`config.mk`:
```
export PLATFORM = sky130hd
export DESIGN_NAME = tlv_stream_parser_unit_flat
export DESIGN_NICKNAME = d
export VERILOG_FILES = /design/src/design/tsp_pkg.sv /design/src/design/tsp_in_if.sv /design/src/design/tsp_out_if.sv /design/src/design/tsp_front.sv /design/src/design/tsp_back.sv /design/src/design/tlv_stream_parser_unit.sv /design/src/flat_wrapper.sv
export SDC_FILE = /design/constraint.sdc
export NUM_CORES = 1
export LEC_CHECK = 0
export BUFFER_PORTS_ARGS = -buffer_cell sky130_fd_sc_hd__clkbuf_2
export CAP_MARGIN = 20
export CORE_MARGIN = 5
export CORE_UTILIZATION = 65
export CTS_CLUSTER_DIAMETER = 50
export DETAILED_ROUTE_END_ITERATION = 16
export MAX_ROUTING_LAYER = met4
export PLACE_DENSITY = 0.86
export SLEW_MARGIN = 20
export SYNTH_ARGS = -nofsm -noshare
export SYNTH_HDL_FRONTEND = slang
export SYNTH_SLANG_ARGS = --single-unit
export TNS_END_PERCENT = 5
```
`constraint.sdc`:
```
create_clock -name clk -period 8.9 [get_ports clk]
set_clock_uncertainty 0.05 [all_clocks]
set_input_delay 0.445 -clock clk [delete_from_list [all_inputs] [get_ports clk]]
set_output_delay 0.445 -clock clk [all_outputs]
set_load 0.005 [all_outputs]
```
`src/design/tsp_pkg.sv`:
```
// ----------------------------------------------------------------------------
// TLV stream parser package
// Shared constants, byte kind and error codes, and the queue entry type
// passed between the front end and the parse engine.
// ----------------------------------------------------------------------------
package tsp_pkg;

    // Limits on header size.
    localparam int MAX_TAG_EXT_BYTES = 4;
    localparam int MAX_LENGTH_BYTES  = 4;

    // Counter widths follow from the limits above.
    localparam int TAG_CNT_W = $clog2(MAX_TAG_EXT_BYTES + 1);
    localparam int LEN_CNT_W = $clog2(MAX_LENGTH_BYTES + 1);

    // Field widths of the result transaction.
    localparam int BYTE_W  = 8;
    localparam int KIND_W  = 2;
    localparam int CLASS_W = 3;
    localparam int TAG_W   = 28;
    localparam int LEN_W   = 32;
    localparam int ERR_W   = 2;

    // Queue between the front end and the parse engine.
    localparam int QUEUE_DEPTH = 2;
    localparam int QUEUE_IDX_W = (QUEUE_DEPTH > 1) ? $clog2(QUEUE_DEPTH) : 1;
    localparam int QUEUE_CNT_W = $clog2(QUEUE_DEPTH + 1);

    // Byte kind codes.
    localparam logic [KIND_W-1:0] KIND_TAG     = 2'd0;
    localparam logic [KIND_W-1:0] KIND_LENGTH  = 2'd1;
    localparam logic [KIND_W-1:0] KIND_VALUE   = 2'd2;
    localparam logic [KIND_W-1:0] KIND_DISCARD = 2'd3;

    // Error codes.
    localparam logic [ERR_W-1:0] ERR_NONE      = 2'd0;
    localparam logic [ERR_W-1:0] ERR_TAG_LONG  = 2'd1;
    localparam logic [ERR_W-1:0] ERR_LEN_LONG  = 2'd2;
    localparam logic [ERR_W-1:0] ERR_TRUNCATED = 2'd3;

    // One classified byte as it sits in the queue.
    typedef struct packed {
        logic [BYTE_W-1:0] data;        // raw byte
        logic              last;        // last byte of the buffer
        logic              stop_bit;    // bit 7: stop on tag, long form on length
        logic              long_tag;    // bit 4: tag number continues in more bytes
        logic              count_zero;  // low seven bits are zero
        logic              count_over;  // low seven bits exceed the length byte limit
    } item_t;

endpackage

```
`src/design/tsp_in_if.sv`:
```
// ----------------------------------------------------------------------------
// TLV stream parser input channel
// Valid/ready channel carrying one raw byte and the end-of-buffer mark.
// ----------------------------------------------------------------------------
interface tsp_in_if;
    logic       valid;
    logic       ready;
    logic [7:0] data_byte;
    logic       buffer_end;

    modport source (output valid, output data_byte, output buffer_end, input ready);
    modport sink   (input valid, input data_byte, input buffer_end, output ready);
endinterface

```
`src/design/tsp_out_if.sv`:
```
// ----------------------------------------------------------------------------
// TLV stream parser output channel
// Valid/ready channel carrying one labeled byte with its header results.
// ----------------------------------------------------------------------------
interface tsp_out_if;
    logic        valid;
    logic        ready;
    logic [7:0]  byte_out;
    logic [1:0]  byte_kind;
    logic        header_done;
    logic [2:0]  tag_class;
    logic [27:0] tag_number;
    logic [31:0] value_length;
    logic        record_end;
    logic [1:0]  error_code;

    modport source (
        output valid, output byte_out, output byte_kind, output header_done,
        output tag_class, output tag_number, output value_length,
        output record_end, output error_code, input ready
    );
    modport sink (
        input valid, input byte_out, input byte_kind, input header_done,
        input tag_class, input tag_number, input value_length,
        input record_end, input error_code, output ready
    );
endinterface

```
`src/design/tsp_front.sv`:
```
// ----------------------------------------------------------------------------
// TLV stream parser front end
// Accepts raw bytes, classifies their header bits and holds them in a short
// queue until the parse engine takes them.
// ----------------------------------------------------------------------------
module tsp_front (
    input  logic            clk,
    input  logic            rst_n,
    tsp_in_if.sink          in_ch,
    output logic            q_valid,
    output tsp_pkg::item_t  q_item,
    input  logic            q_ready
);

    tsp_pkg::item_t                       queue_mem [tsp_pkg::QUEUE_DEPTH];
    tsp_pkg::item_t                       cls_item;
    logic [tsp_pkg::QUEUE_IDX_W-1:0]      wr_ptr_reg;
    logic [tsp_pkg::QUEUE_IDX_W-1:0]      wr_ptr_next;
    logic [tsp_pkg::QUEUE_IDX_W-1:0]      rd_ptr_reg;
    logic [tsp_pkg::QUEUE_IDX_W-1:0]      rd_ptr_next;
    logic [tsp_pkg::QUEUE_CNT_W-1:0]      count_reg;
    logic [tsp_pkg::QUEUE_CNT_W-1:0]      count_next;
    logic                                 push;
    logic                                 pop;

    // Classify the incoming byte.
    always_comb
    begin
        cls_item.data       = in_ch.data_byte;
        cls_item.last       = in_ch.buffer_end;
        cls_item.stop_bit   = in_ch.data_byte[7];
        cls_item.long_tag   = in_ch.data_byte[4];
        cls_item.count_zero = (in_ch.data_byte[6:0] == 7'd0);
        cls_item.count_over = (in_ch.data_byte[6:0] > 7'(tsp_pkg::MAX_LENGTH_BYTES));
    end

    // Handshakes on both sides of the queue.
    assign in_ch.ready = (count_reg != tsp_pkg::QUEUE_CNT_W'(tsp_pkg::QUEUE_DEPTH));
    assign push        = in_ch.valid && in_ch.ready;
    assign q_valid     = (count_reg != '0);
    assign pop         = q_valid && q_ready;
    assign q_item      = queue_mem[rd_ptr_reg];

    // Pointer and fill count update with wrap at the queue depth.
    always_comb
    begin
        wr_ptr_next = wr_ptr_reg;
        rd_ptr_next = rd_ptr_reg;
        count_next  = count_reg;
        if (push)
        begin
            if (wr_ptr_reg == tsp_pkg::QUEUE_IDX_W'(tsp_pkg::QUEUE_DEPTH - 1))
                wr_ptr_next = '0;
            else
                wr_ptr_next = wr_ptr_reg + 1'b1;
        end
        if (pop)
        begin
            if (rd_ptr_reg == tsp_pkg::QUEUE_IDX_W'(tsp_pkg::QUEUE_DEPTH - 1))
                rd_ptr_next = '0;
            else
                rd_ptr_next = rd_ptr_reg + 1'b1;
        end
        if (push && !pop)
            count_next = count_reg + 1'b1;
        else if (pop && !push)
            count_next = count_reg - 1'b1;
    end

    // Control registers.
    always_ff @(posedge clk or negedge rst_n)
    begin
        if (!rst_n)
        begin
            wr_ptr_reg <= '0;
            rd_ptr_reg <= '0;
            count_reg  <= '0;
        end
        else
        begin
            wr_ptr_reg <= wr_ptr_next;
            rd_ptr_reg <= rd_ptr_next;
            count_reg  <= count_next;
        end
    end

    // Queue storage.
    always_ff @(posedge clk)
    begin
        if (push)
            queue_mem[wr_ptr_reg] <= cls_item;
    end

    // The fill count never passes the queue depth.
    assert property (@(posedge clk) disable iff (!rst_n)
        count_reg <= tsp_pkg::QUEUE_CNT_W'(tsp_pkg::QUEUE_DEPTH))
        else $error("queue fill count exceeds depth");

    // A pop without a push lowers the fill count by one.
    assert property (@(posedge clk) disable iff (!rst_n)
        (pop && !push) |=> (count_reg == $past(count_reg) - 1'b1))
        else $error("queue fill count did not drop on pop");

endmodule

```
`src/design/tsp_back.sv`:
```
// ----------------------------------------------------------------------------
// TLV stream parser engine
// Walks the tag, length and value phases of each record, one queued byte per
// cycle unless the output channel stalls, and registers each labeled result.
// ----------------------------------------------------------------------------
module tsp_back (
    input  logic            clk,
    input  logic            rst_n,
    input  logic            q_valid,
    input  tsp_pkg::item_t  q_item,
    output logic            q_ready,
    tsp_out_if.source       out_ch
);

    typedef enum logic [2:0] {
        PH_IDLE,
        PH_TAG_EXT,
        PH_LEN_FIRST,
        PH_LEN_EXT,
        PH_VALUE,
        PH_DISCARD
    } phase_t;

    phase_t                               phase_reg;
    phase_t                               phase_next;
    logic [tsp_pkg::TAG_W-1:0]            tag_acc_reg;
    logic [tsp_pkg::TAG_W-1:0]            tag_acc_next;
    logic [tsp_pkg::TAG_CNT_W-1:0]        tag_cnt_reg;
    logic [tsp_pkg::TAG_CNT_W-1:0]        tag_cnt_next;
    logic [tsp_pkg::CLASS_W-1:0]          class_reg;
    logic [tsp_pkg::CLASS_W-1:0]          class_next;
    logic [tsp_pkg::LEN_CNT_W-1:0]        len_left_reg;
    logic [tsp_pkg::LEN_CNT_W-1:0]        len_left_next;
    logic [tsp_pkg::LEN_W-1:0]            len_acc_reg;
    logic [tsp_pkg::LEN_W-1:0]            len_acc_next;
    logic [tsp_pkg::LEN_W-1:0]            val_left_reg;
    logic [tsp_pkg::LEN_W-1:0]            val_left_next;

    logic                                 out_valid_reg;
    logic [tsp_pkg::BYTE_W-1:0]           out_byte_reg;
    logic [tsp_pkg::KIND_W-1:0]           out_kind_reg;
    logic [tsp_pkg::KIND_W-1:0]           kind_next;
    logic                                 out_hdr_reg;
    logic                                 hdr_next;
    logic [tsp_pkg::CLASS_W-1:0]          out_class_reg;
    logic [tsp_pkg::CLASS_W-1:0]          out_class_next;
    logic [tsp_pkg::TAG_W-1:0]            out_tag_reg;
    logic [tsp_pkg::TAG_W-1:0]            tnum_next;
    logic [tsp_pkg::LEN_W-1:0]            out_len_reg;
    logic [tsp_pkg::LEN_W-1:0]            vlen_next;
    logic                                 out_rend_reg;
    logic                                 rend_next;
    logic [tsp_pkg::ERR_W-1:0]            out_err_reg;
    logic [tsp_pkg::ERR_W-1:0]            err_next;

    logic                                 pop;

    // A queued byte moves on whenever the output register is free or drains.
    assign q_ready = !out_valid_reg || out_ch.ready;
    assign pop     = q_valid && q_ready;

    // Phase logic for one byte.
    always_comb
    begin
        logic header_now;
        logic [tsp_pkg::LEN_CNT_W-1:0] len_dec;
        logic [tsp_pkg::LEN_W-1:0]     val_dec;

        header_now    = 1'b0;
        phase_next    = phase_reg;
        tag_acc_next  = tag_acc_reg;
        tag_cnt_next  = tag_cnt_reg;
        class_next    = class_reg;
        len_left_next = len_left_reg;
        len_acc_next  = len_acc_reg;
        val_left_next = val_left_reg;
        kind_next     = tsp_pkg::KIND_DISCARD;
        hdr_next      = 1'b0;
        tnum_next     = '0;
        vlen_next     = '0;
        rend_next     = 1'b0;
        err_next      = tsp_pkg::ERR_NONE;
        len_dec       = (len_left_reg != '0) ? len_left_reg - 1'b1 : '0;
        val_dec       = (val_left_reg != '0) ? val_left_reg - 1'b1 : '0;

        unique case (phase_reg)
            PH_IDLE:
            begin
                kind_next  = tsp_pkg::KIND_TAG;
                class_next = q_item.data[7:5];
                if (!q_item.long_tag)
                begin
                    tag_acc_next = {{(tsp_pkg::TAG_W - 4){1'b0}}, q_item.data[3:0]};
                    phase_next   = PH_LEN_FIRST;
                end
                else
                begin
                    tag_acc_next = '0;
                    tag_cnt_next = '0;
                    phase_next   = PH_TAG_EXT;
                end
            end
            PH_TAG_EXT:
            begin
                kind_next    = tsp_pkg::KIND_TAG;
                tag_acc_next = {tag_acc_reg[tsp_pkg::TAG_W-8:0], q_item.data[6:0]};
                tag_cnt_next = tag_cnt_reg + 1'b1;
                if (q_item.stop_bit)
                    phase_next = PH_LEN_FIRST;
                else if (tag_cnt_next >= tsp_pkg::TAG_CNT_W'(tsp_pkg::MAX_TAG_EXT_BYTES))
                begin
                    err_next   = tsp_pkg::ERR_TAG_LONG;
                    phase_next = PH_DISCARD;
                end
            end
            PH_LEN_FIRST:
            begin
                kind_next = tsp_pkg::KIND_LENGTH;
                if (!q_item.stop_bit)
                begin
                    len_acc_next = {{(tsp_pkg::LEN_W - 8){1'b0}}, q_item.data};
                    header_now   = 1'b1;
                end
                else if (q_item.count_zero)
                begin
                    len_acc_next = '0;
                    header_now   = 1'b1;
                end
                else if (q_item.count_over)
                begin
                    err_next   = tsp_pkg::ERR_LEN_LONG;
                    phase_next = PH_DISCARD;
                end
                else
                begin
                    len_acc_next  = '0;
                    len_left_next = q_item.data[tsp_pkg::LEN_CNT_W-1:0];
                    phase_next    = PH_LEN_EXT;
                end
            end
            PH_LEN_EXT:
            begin
                kind_next     = tsp_pkg::KIND_LENGTH;
                len_acc_next  = {len_acc_reg[tsp_pkg::LEN_W-9:0], q_item.data};
                len_left_next = len_dec;
                if (len_dec == '0)
                    header_now = 1'b1;
            end
            PH_VALUE:
            begin
                kind_next     = tsp_pkg::KIND_VALUE;
                val_left_next = val_dec;
                if (val_dec == '0)
                begin
                    rend_next  = 1'b1;
                    phase_next = PH_IDLE;
                end
            end
            default:
            begin
                kind_next = tsp_pkg::KIND_DISCARD;
            end
        endcase

        // Header complete: report the tag and length, then start the value or end an empty record.
        if (header_now)
        begin
            hdr_next  = 1'b1;
            tnum_next = tag_acc_next;
            vlen_next = len_acc_next;
            if (len_acc_next == '0)
            begin
                rend_next  = 1'b1;
                phase_next = PH_IDLE;
            end
            else
            begin
                val_left_next = len_acc_next;
                phase_next    = PH_VALUE;
            end
        end

        out_class_next = (kind_next == tsp_pkg::KIND_DISCARD) ? '0 : class_next;

        // End of buffer: flag an unfinished record and return to idle.
        if (q_item.last)
        begin
            if (err_next == tsp_pkg::ERR_NONE && phase_next != PH_IDLE
                && phase_next != PH_DISCARD)
                err_next = tsp_pkg::ERR_TRUNCATED;
            phase_next    = PH_IDLE;
            tag_acc_next  = '0;
            tag_cnt_next  = '0;
            class_next    = '0;
            len_left_next = '0;
            len_acc_next  = '0;
            val_left_next = '0;
        end
    end

    // Parse state and the output register.
    always_ff @(posedge clk or negedge rst_n)
    begin
        if (!rst_n)
        begin
            phase_reg     <= PH_IDLE;
            tag_acc_reg   <= '0;
            tag_cnt_reg   <= '0;
            class_reg     <= '0;
            len_left_reg  <= '0;
            len_acc_reg   <= '0;
            val_left_reg  <= '0;
            out_valid_reg <= 1'b0;
            out_byte_reg  <= '0;
            out_kind_reg  <= tsp_pkg::KIND_TAG;
            out_hdr_reg   <= 1'b0;
            out_class_reg <= '0;
            out_tag_reg   <= '0;
            out_len_reg   <= '0;
            out_rend_reg  <= 1'b0;
            out_err_reg   <= tsp_pkg::ERR_NONE;
        end
        else
        begin
            if (pop)
            begin
                phase_reg     <= phase_next;
                tag_acc_reg   <= tag_acc_next;
                tag_cnt_reg   <= tag_cnt_next;
                class_reg     <= class_next;
                len_left_reg  <= len_left_next;
                len_acc_reg   <= len_acc_next;
                val_left_reg  <= val_left_next;
                out_valid_reg <= 1'b1;
                out_byte_reg  <= q_item.data;
                out_kind_reg  <= kind_next;
                out_hdr_reg   <= hdr_next;
                out_class_reg <= out_class_next;
                out_tag_reg   <= tnum_next;
                out_len_reg   <= vlen_next;
                out_rend_reg  <= rend_next;
                out_err_reg   <= err_next;
            end
            else if (out_ch.ready)
            begin
                out_valid_reg <= 1'b0;
            end
        end
    end

    // Output channel.
    assign out_ch.valid        = out_valid_reg;
    assign out_ch.byte_out     = out_byte_reg;
    assign out_ch.byte_kind    = out_kind_reg;
    assign out_ch.header_done  = out_hdr_reg;
    assign out_ch.tag_class    = out_class_reg;
    assign out_ch.tag_number   = out_tag_reg;
    assign out_ch.value_length = out_len_reg;
    assign out_ch.record_end   = out_rend_reg;
    assign out_ch.error_code   = out_err_reg;

    // The last byte of a buffer always leaves the engine idle.
    assert property (@(posedge clk) disable iff (!rst_n)
        (pop && q_item.last) |=> (phase_reg == PH_IDLE && val_left_reg == '0))
        else $error("engine not idle after end of buffer");

    // A header only completes on a length byte.
    assert property (@(posedge clk) disable iff (!rst_n)
        (out_valid_reg && out_hdr_reg) |-> (out_kind_reg == tsp_pkg::KIND_LENGTH))
        else $error("header done on a byte that is not a length byte");

    // A record only ends on a length or value byte.
    assert property (@(posedge clk) disable iff (!rst_n)
        (out_valid_reg && out_rend_reg) |->
            (out_kind_reg == tsp_pkg::KIND_LENGTH || out_kind_reg == tsp_pkg::KIND_VALUE))
        else $error("record end on a tag or discarded byte");

endmodule

```
`src/design/tlv_stream_parser_unit.sv`:
```
// ----------------------------------------------------------------------------
// TLV stream parser unit
// Labels each byte of a stream of back-to-back tag-length-value records and
// reports decoded tag, length, record boundaries and errors.
// ----------------------------------------------------------------------------
//
//  Channel  Dir  Payload                                         Transaction
//  in_ch    in   data_byte, buffer_end                           one raw byte
//  out_ch   out  byte_out, byte_kind, header_done, tag_class,    one labeled byte
//                tag_number, value_length, record_end, error_code
//
// One byte per clock cycle sustained while the output is not stalled. An
// accepted byte is written into the queue, then the engine takes it and
// registers its result in the output register.
// A two-entry queue between the front end and the engine absorbs output
// stalls; with the output register that holds up to three bytes in flight,
// and input ready drops only when that queue is full.
// Reset is asynchronous and active low and leaves the parser idle, waiting
// for the first tag byte; no clearing pass is needed.
//
module tlv_stream_parser_unit (
    input  logic      clk,
    input  logic      rst_n,
    tsp_in_if.sink    in_ch,
    tsp_out_if.source out_ch
);

    logic            q_valid;
    logic            q_ready;
    tsp_pkg::item_t  q_item;

    // Front end: accept, classify and queue bytes.
    tsp_front u_front (
        .clk     (clk),
        .rst_n   (rst_n),
        .in_ch   (in_ch),
        .q_valid (q_valid),
        .q_item  (q_item),
        .q_ready (q_ready)
    );

    // Parse engine: record phases and the result register.
    tsp_back u_back (
        .clk     (clk),
        .rst_n   (rst_n),
        .q_valid (q_valid),
        .q_item  (q_item),
        .q_ready (q_ready),
        .out_ch  (out_ch)
    );

endmodule

```
`src/flat_wrapper.sv`:
```
// flat-port wrapper written by rule: the top's interface ports become plain ports
module tlv_stream_parser_unit_flat 
  (clk, rst_n, in_ch_valid, in_ch_data_byte, in_ch_buffer_end, in_ch_ready, out_ch_valid, out_ch_byte_out, out_ch_byte_kind, out_ch_header_done, out_ch_tag_class, out_ch_tag_number, out_ch_value_length, out_ch_record_end, out_ch_error_code, out_ch_ready);
  tsp_in_if in_ch_i ();
  tsp_out_if out_ch_i ();
  input  logic clk;
  input  logic rst_n;
  input wire logic [$bits(in_ch_i.valid)-1:0] in_ch_valid;
  input wire logic [$bits(in_ch_i.data_byte)-1:0] in_ch_data_byte;
  input wire logic [$bits(in_ch_i.buffer_end)-1:0] in_ch_buffer_end;
  output wire logic [$bits(in_ch_i.ready)-1:0] in_ch_ready;
  output wire logic [$bits(out_ch_i.valid)-1:0] out_ch_valid;
  output wire logic [$bits(out_ch_i.byte_out)-1:0] out_ch_byte_out;
  output wire logic [$bits(out_ch_i.byte_kind)-1:0] out_ch_byte_kind;
  output wire logic [$bits(out_ch_i.header_done)-1:0] out_ch_header_done;
  output wire logic [$bits(out_ch_i.tag_class)-1:0] out_ch_tag_class;
  output wire logic [$bits(out_ch_i.tag_number)-1:0] out_ch_tag_number;
  output wire logic [$bits(out_ch_i.value_length)-1:0] out_ch_value_length;
  output wire logic [$bits(out_ch_i.record_end)-1:0] out_ch_record_end;
  output wire logic [$bits(out_ch_i.error_code)-1:0] out_ch_error_code;
  input wire logic [$bits(out_ch_i.ready)-1:0] out_ch_ready;
  assign in_ch_i.valid = in_ch_valid;
  assign in_ch_i.data_byte = in_ch_data_byte;
  assign in_ch_i.buffer_end = in_ch_buffer_end;
  assign in_ch_ready = in_ch_i.ready;
  assign out_ch_valid = out_ch_i.valid;
  assign out_ch_byte_out = out_ch_i.byte_out;
  assign out_ch_byte_kind = out_ch_i.byte_kind;
  assign out_ch_header_done = out_ch_i.header_done;
  assign out_ch_tag_class = out_ch_i.tag_class;
  assign out_ch_tag_number = out_ch_i.tag_number;
  assign out_ch_value_length = out_ch_i.value_length;
  assign out_ch_record_end = out_ch_i.record_end;
  assign out_ch_error_code = out_ch_i.error_code;
  assign out_ch_i.ready = out_ch_ready;
  tlv_stream_parser_unit u_core (.clk(clk), .rst_n(rst_n), .in_ch(in_ch_i), .out_ch(out_ch_i));
endmodule
```
==> results.md <==
* Relative slew slack at 0.253
* Area growth, synth to finish at 13.1%
* Vias in the first global route at 8,472
* WP data arrival at 5.15 ns
* Syn Area/Cell at 9.39 um2
* R2R cell count at 9
* CP max FO at 48
* CTS tree: built
* Worst IR Drop VDD at 0.348 mV
* Detail Route Antenna Nets at 0
* First-pass GRT wire length at around 45 mm
* Startpoint Class: register
* Row Count at 46
* Worst min-delay path class: input pin to register
* Core ar. at 15,800 um2
* Die W at ~140 um
* Input/output buffers at 91
* Mapped Nets at 1,121
* Endpoint type of the worst setup path: register
* Total gr overflow at 0
* R2R setup slack at about 4 ns
* Number of buffers created by CTS at 25
* Starting Density at 0.658
* Clock root cell: clkbuf_16
* Clock sink total at 208
* Inserted Diodes at 0
* Origin of the critical flop-to-flop path: u_core.u_front.rd_ptr_reg
* Dpl hpwl at 17.7 mm
* GRT Overall Usage at 0.310
* Routability cong. at around 1
* Slowest cell on the critical path: dfrtp_1
* WL final at 28.1 mm
* Drt via density at 6.64
* Synth warn at 0
* Worst Path Required at 9.27 ns
* CTS H-Tree Depth at 1
* Via count at 9,144
* Critical path type: register to register
* Placed Area at 10,800 um2
* Post-synthesis async set-or-reset flop share at 0.894
* Synthesized area at roughly 10,000 um2
* CTS clk-pin slew, worst paths at around 0.06 ns
* Register area share after synthesis at 0.512
* RSZ-0062 raised after global routing: false
* CP cell instances: mux2i_1 > a211o_1 > nand2_1 > o2bb2ai_1 > nor4_1 > a21o_1 > buf_4 > o311ai_0 > a22o_1
* I/O Pins at a little over 90
* Unique masters post-synth at 68
* Starting DRT DRC Count at between 1k and 1.5k
* Flops & latches, synth at 208
* Wire length per cell at a little over 20 um
* FMAX at 0.209 GHz
* Total stage count of the critical path at 9
* Max Cap Viol at 0
* # hold bufs at CTS at 1
* Crit path max-delay family: compound AO/OA/AOI/OAI gates
* Outcome: finished, final reports clean
* Primary FF master, synth: dfrtp_1
* Final period util at 0.537
* Setup Viol. Count Final at 0
* Setup crit start: u_core.u_front.rd_ptr_reg
* CP max stage delay at 0.88 ns
* Die H at 136 um
* Placement Setup Slack at 4.33 ns
* Post-Layout Inst Area at 11,700 um2
* Worst setup slack after layout at 4.12 ns
* Layout cells sized above 1 at 0.141
* Pin count of the biggest net entering global routing at 129
* CTS Buffer Depth at 3
* Pleak at 5.26 nW
* Crit Reg-Reg Endpoint: u_core.u_back.val_left_reg[14]
* Final hold vios at 0
* Final Max Tran Viols at 0
* Post-CTS Setup Bufs at 0
* PostCTS Resize Cnt at 0
* Worst-Skew Late Latency at about 0.53 ns
* Initial antenna violation count at 0
* Die area at 18,600 um2
* Residual DRC count at 0
* Total power at 4.11 mW
* Setup crit end: u_core.u_back.val_left_reg[14]
* Worst-Margin Slew at 1.11 ns
* First drt pass iteration count at 6
* Final net count at 1,159
* Cell count of the worst hold path at 1
* Worst path buffer plus inverter count at 1
* P per Cell Area at around 350 nW/um2
* Cells after synthesis at 1,105
* Post-synth EDFFs at 22
* TNS Setup at 0 ns
* Final Critical Period at about 4.8 ns
stage by stage:
step            util  std cells  hold WS (ns)
5_1_grt        0.744       1378        0.0487
2_1_floorplan      -       1105        0.0994
4_1_cts        0.744       1378        0.0441
3_3_place_gp   0.687       1331         0.408
6_report       0.744       1378        0.0522
3_5_place_dp   0.687       1331         0.415
Yosys cell counts (all sizes together) (5+ instances only):
cell	count	share of area
and3	28	0.017
o311ai	8	0.0068
or4	7	0.0054
xnor2	9	0.0076
or3	7	0.0042
o31ai	63	0.046
nand2b	5	0.0030
inv	11	0.0040
clkbuf	76	0.027
nor2	50	0.018
nand3	17	0.0082
a22o	39	0.033
edfxtp	22	0.064
a221o	7	0.0068
nand4	5	0.0030
nor3	23	0.011
a21oi	79	0.038
a22oi	20	0.014
nor4	25	0.019
buf	15	0.0077
o21ai	110	0.053
xor2	6	0.0051
mux2i	12	0.012
dfrtp	186	0.45
o211ai	11	0.0080
a31oi	6	0.0036
nor3b	5	0.0041
nand2	186	0.068
final cells by class:
cell class | instances | area [um2]
fillers | 1145 | 4040
well taps | 216 | 270
clock inverters | 18 | 238
multi-input cells | 794 | 4660
flip-flops and latches | 208 | 5320
inverters | 12 | 50.0
clock buffers | 28 | 647
repair buffers | 102 | 553
worst min path at each step:
| stage | from | end | slack (ns) |
|---|---|---|---|
| after detailed placement | u_core.u_back.out_ch.value_length[13] | u_core.u_back.out_ch.value_length[13] | 0.41 |
| after floorplan | rst_n | u_core.u_back.class_reg[0] | 0.1 |
| final | in_ch_buffer_end | u_core.u_front.queue_mem[1][4] | 0.05 |
| after global routing | in_ch_buffer_end | u_core.u_front.queue_mem[0][4] | 0.05 |
| after CTS | in_ch_buffer_end | u_core.u_front.queue_mem[0][4] | 0.04 |
| after global placement | u_core.u_back.class_reg[0] | u_core.u_back.class_reg[0] | 0.41 |
metal layers:
metal,track usage,share of wire,vias up
met4,0.0817,0.026,0
met5,-,0,-
met1,0.450,0.42,4427
met2,0.467,0.46,485
met3,0.0429,0.095,66
li1,-,-,4166
layout by cell type (no fill, tap or decap), types with 5 or more instances in the layout:
cell type / synthesis / layout
a221o_1: 7 / 7
nor4_1: 21 / 21
nor3_1: 23 / 23
nand2b_1: 5 / 5
edfxtp_1: 22 / 22
inv_1: 11 / 11
xnor2_1: 9 / 9
mux2i_1: 12 / 12
o311ai_0: 8 / 8
nand3_1: 17 / 17
a22oi_1: 20 / 20
or3_1: 7 / 7
nand4_1: 5 / 5
a31oi_1: 6 / 6
or4_1: 6 / 6
o21ai_0: 109 / 109
o31ai_1: 63 / 63
clkbuf_16: 0 / 25
xor2_1: 6 / 6
buf_4: 0 / 9
dfrtp_1: 186 / 186
nor2_1: 50 / 50
a21oi_1: 79 / 78
nand2_1: 185 / 184
a22o_1: 39 / 39
o211ai_1: 11 / 11
clkbuf_2: 0 / 90
and3_1: 28 / 28
cells by family after synthesis:
| group | synth area share |
|---|---|
| muxes | 0.0159 |
| xor gates and xnor gates | 0.0127 |
| buffers and inverters | 0.0396 |
| DFF | 0.512 |
| and+or+nand+nor | 0.174 |
| adders and majority gates | 0.00362 |
| AOI/OAI and AO/OA | 0.242 |
where the power goes:
part / internal, mW / total (mW) / switching (mW) / leakage [nW]
clock network: 0.653 / 1.08 / 0.426 / 0.431
logic: 0.551 / 1.71 / 1.16 / 2.09
registers: 1.13 / 1.32 / 0.198 / 2.74
total: 2.33 / 4.11 / 1.78 / 5.26
No activity file was read; power rests on OpenSTA's default activity.
